`src/rtl/matrix_state_tanh_recurrence_step_macros.svh`:
```
// Assertion helpers for the recurrence step block.
`ifndef MATRIX_STATE_TANH_RECURRENCE_STEP_MACROS_SVH
`define MATRIX_STATE_TANH_RECURRENCE_STEP_MACROS_SVH

// Same-cycle implication, checked out of reset.
`define MSTR_ASSERT_NOW(label, ante, cons, msg) \
  label: assert property (@(posedge clk_i) disable iff (!rst_ni) (ante) |-> (cons)) \
    else $error(msg);

// Next-cycle implication, checked out of reset.
`define MSTR_ASSERT_NEXT(label, ante, cons, msg) \
  label: assert property (@(posedge clk_i) disable iff (!rst_ni) (ante) |=> (cons)) \
    else $error(msg);

`endif

```
`src/rtl/mstr_pkg.sv`:
```
`default_nettype none

package mstr_pkg;

  localparam int unsigned N       = 16;
  localparam int unsigned IDX_W   = $clog2(N);
  localparam int unsigned ADDR_W  = $clog2(N * N);
  localparam int unsigned MUL_A_W = 33;
  localparam int unsigned MUL_B_W = 28;
  localparam int unsigned PROD_W  = MUL_A_W + MUL_B_W;

  localparam logic [15:0] DECAY_MAX   = 16'd65470;
  localparam logic [15:0] DECAY_RESET = 16'd58982;
  localparam logic [14:0] TANH_SAT    = 15'd16373;

  // tanh(m/8) in Q1.14, m = 0..32
  function automatic logic [14:0] tanh_lut(input logic [5:0] m);
    logic [14:0] y;
    case (m)
      6'd0:  y = 15'd0;     6'd1:  y = 15'd2037;  6'd2:  y = 15'd4013;
      6'd3:  y = 15'd5871;  6'd4:  y = 15'd7571;  6'd5:  y = 15'd9087;
      6'd6:  y = 15'd10406; 6'd7:  y = 15'd11533; 6'd8:  y = 15'd12478;
      6'd9:  y = 15'd13260; 6'd10: y = 15'd13898; 6'd11: y = 15'd14415;
      6'd12: y = 15'd14830; 6'd13: y = 15'd15161; 6'd14: y = 15'd15424;
      6'd15: y = 15'd15631; 6'd16: y = 15'd15795; 6'd17: y = 15'd15923;
      6'd18: y = 15'd16024; 6'd19: y = 15'd16103; 6'd20: y = 15'd16165;
      6'd21: y = 15'd16213; 6'd22: y = 15'd16251; 6'd23: y = 15'd16280;
      6'd24: y = 15'd16303; 6'd25: y = 15'd16321; 6'd26: y = 15'd16335;
      6'd27: y = 15'd16346; 6'd28: y = 15'd16354; 6'd29: y = 15'd16361;
      6'd30: y = 15'd16366; 6'd31: y = 15'd16370; 6'd32: y = 15'd16373;
      default: y = TANH_SAT;
    endcase
    return y;
  endfunction

endpackage

`default_nettype wire

```
`src/rtl/mstr_mul.sv`:
```
`default_nettype none

// Shared signed multiplier, product registered.
module mstr_mul (
  input  wire logic                               clk_i,
  input  wire logic signed [mstr_pkg::MUL_A_W-1:0] a_i,
  input  wire logic signed [mstr_pkg::MUL_B_W-1:0] b_i,
  output logic signed [mstr_pkg::PROD_W-1:0]      prod_o
);

  logic signed [mstr_pkg::PROD_W-1:0] prod_q;

  always_ff @(posedge clk_i) begin
    prod_q <= mstr_pkg::PROD_W'(a_i) * mstr_pkg::PROD_W'(b_i);
  end

  assign prod_o = prod_q;

endmodule

`default_nettype wire

```
`config.mk`:
```
export PLATFORM = sky130hd
export DESIGN_NAME = mstr_mul
export DESIGN_NICKNAME = d
export VERILOG_FILES = /design/src/rtl/matrix_state_tanh_recurrence_step_macros.svh /design/src/rtl/mstr_pkg.sv /design/src/rtl/mstr_mul.sv
export SDC_FILE = /design/constraint.sdc
export NUM_CORES = 2
export LEC_CHECK = 0
export BUFFER_PORTS_ARGS = -buffer_cell sky130_fd_sc_hd__clkbuf_2
export CORE_ASPECT_RATIO = 0.75
export CORE_UTILIZATION = 45
export CTS_CLUSTER_SIZE = 25
export DETAILED_ROUTE_END_ITERATION = 10
export PLACE_DENSITY = 0.71
export SETUP_SLACK_MARGIN = 0.05
export SLEW_MARGIN = 15
export SYNTH_ARGS = -nofsm -noshare
export SYNTH_HDL_FRONTEND = slang
export SYNTH_SLANG_ARGS = --single-unit
```
`constraint.sdc`:
```
create_clock -name clk_i -period 11.1 [get_ports clk_i]
set_input_delay 1.665 -clock clk_i [delete_from_list [all_inputs] [get_ports clk_i]]
set_output_delay 1.665 -clock clk_i [all_outputs]
set_load 0.02 [all_outputs]
```
==> results.py <==
metrics = {
    "status": {
        "outcome": "finished clean",
    },
    "logic_synthesis": {
        "synth.mux.area_fraction": 0,
        "synthSimpleGateAreaFrac": 0.155,
        "synth_cells": 3592,
        "synth_seq_cells": 61,
        "synth_area_leaders": "fa_1 56%, inv_1 10%, and2_1 8.8%, ha_1 7.2%, nand2_1 5.0%",
        "async_flop_share": 0,
        "synth-main-ff-cell": "dfxtp_1",
        "yosysSeqAreaShare": 0.0361,
        "avgSynthCellArea_um2": 9.42,
        "synth_edf_count": 0,
        "syn_nets": 4802,
        "yosys_warnings": 0,
        "synth_top_family_by_area": "adder cells",
        "synth_top_area_share": 0.564,
        "yosysTopAreaCell": "fa_1",
        "synth_compound_area_frac": 0.0314,
        "synth_adder_area_share": 0.636,
        "synth_area_um2": 33800,
        "synthXorXnorAreaFrac": 0.0179,
        "synth_cell_type_count": 51,
    },
    "floorplanning": {
        "die_w_um": 319,
        "die_area_um2": 76300,
        "fp.dieH_um": 239,
        "coreArea_um2": 73900,
        "io_pins": 123,
        "initial_core_util": 0.458,
        "std_cell_rows": 86,
    },
    "worst_setup_path": {
        "cp-end-kind": "flip-flop",
        "cp_max_fo": 20,
        "cp-start-kind": "primary input",
        "required_ps": 11380,
        "arrival_ps": 10780,
        "path_class": "in2reg",
    },
    "sta": {
        "hold_violations": 0,
        "drv_slew": 0,
        "finalSetupTns_ps": 0,
        "fin_crit_sh": 0.946,
        "setup_viol": 0,
        "fmax_mhz": 95.2,
        "rsz0062_at_grt": "false",
        "fin_crit_ps": 10500,
        "tightest_slew_ps": 990,
        "max-slew-margin-rel": 0.340,
    },
    "finish": {
        "final_common_cell": "fa_1",
        "final_nets": 4795,
        "area_growth_pct": 5.41,
        "drive_gt1_frac": 0.0557,
        "final_cell_mix": "953 x fa_1, 919 x inv_1, 476 x and2_1, 455 x nand2_1, 195 x ha_1",
        "largest_register_ffs": 61,
    },
    "placement": {
        "port-buffer-count": 122,
        "dp_hpwl_um": 77100,
        "place.gp.congestion": 0.926,
    },
    "routing": {
        "vias": 23200,
        "postRouteAntennaNets": 0,
        "vias_per_cell": 5.10,
        "drt_iter0_markers": 1608,
        "drcViolationCount": 0,
        "drtPass1Iterations": 5,
        "routed_wl_um": 92200,
        "wl_per_cell_um": 20.2,
    },
    "worst_hold_path": {
        "whs_path_depth": 2,
        "worstHoldEndpoint": "prod_o[0]$_DFF_P_",
        "min_from": "a_i[0]",
        "min_path_type": "in2reg",
    },
    "global_routing": {
        "antenna_found_initial": 2,
        "overflow": 0,
        "grt_max_degree": 34,
        "grt_pass1_vias": 25500,
        "grt_pass1_wl_um": 149000,
        "grt_usage": 0.259,
    },
    "cts": {
        "cts_tree": "done",
        "htree_levels": 3,
        "cts.sinks": 61,
        "clk_path_buf_depth": 2,
        "cts-resized-gates": 0,
        "cts_buffers": 9,
        "post_cts_buffers": 0,
        "clockRootBuffer": "clkbuf_16",
        "hold_buffers": 0,
        "clk_pin_slew_ps": 70,
    },
    "run": {
        "cap_violations": 0,
    },
}
[per-stage QoR]
stage	instances	util	setup slack (ps)	hold slack (ps)	area, um2
global route	4558	0.482	266	2060	35700
CTS	4558	0.482	481	1970	35700
floorplan	3592	-	2250	1790	33800
detailed placement	4542	0.478	116	2080	35300
global placement	4542	0.478	98.5	2080	35300
finish	4560	0.482	600	1990	35700
[cell type report]
type / count / area (um2)
timing repair buffer: 173 / 1010
antenna: 2 / 5.00
multi-input combinational: 2421 / 28400
inverter: 919 / 3450
clock buffer: 10 / 229
fill: 6760 / 38300
sequential: 61 / 1220
tap: 968 / 1210
clock inverter: 6 / 95.1
[cells in the mapped netlist, types with 12 or more instances]
master,n
fa_1,953
inv_1,919
and2_1,476
nand2_1,455
ha_1,195
clkbuf_1,187
a21oi_1,63
dfxtp_1,61
xnor2_1,50
nor2_1,40
a21o_1,26
o21ai_0,23
nand2b_1,19
xor2_1,19
nand3_1,12
[worst max-delay path, cell delays in order]
cell and delay, ps:
clkbuf_2 440, buf_4 320, nand2_1 150, fa_1 760, inv_1 110, fa_1 680
inv_1 240, fa_1 620, fa_1 450, fa_1 520, fa_1 490, inv_1 60
fa_1 450, ha_1 290, ha_1 380, a21oi_1 250, o21ai_1 200, nor4_1 690
nand3b_1 130, nor3_1 580, o41ai_1 300, a41o_1 340, a221oi_1 400, o21ai_1 130
xnor2_1 130
[per-layer routing]
metal | vias to the layer above | track usage | part of all wire
met5 | - | 0 | 0.00014
met4 | 2 | 0.0509 | 0.018
met3 | 86 | 0.129 | 0.15
met2 | 1072 | 0.351 | 0.39
met1 | 11900 | 0.372 | 0.44
li1 | 10100 | - | -
[how the worst max path moves through the flow]
stage | startpoint | to | slack [ps] | depth (start not counted)
global placement | b_i[4] | prod_o[60]$_DFF_P_ | 100 | 25
floorplan | a_i[32] | prod_o[60]$_DFF_P_ | 2250 | 26
global route | b_i[4] | prod_o[60]$_DFF_P_ | 270 | 25
CTS | b_i[4] | prod_o[60]$_DFF_P_ | 480 | 25
finish | b_i[4] | prod_o[60]$_DFF_P_ | 600 | 25
detailed placement | b_i[4] | prod_o[60]$_DFF_P_ | 120 | 25
[kinds of logic after synthesis]
kind of cell,Yosys count
simple gates,1039
flops,61
buf+inv,1110
compound gates,165
xor+xnor,69
fa+ha+maj,1148
Power is left out: the tool's default activity adds up to more than one toggle a clock period on the data nets, which glitch-free logic cannot reach.
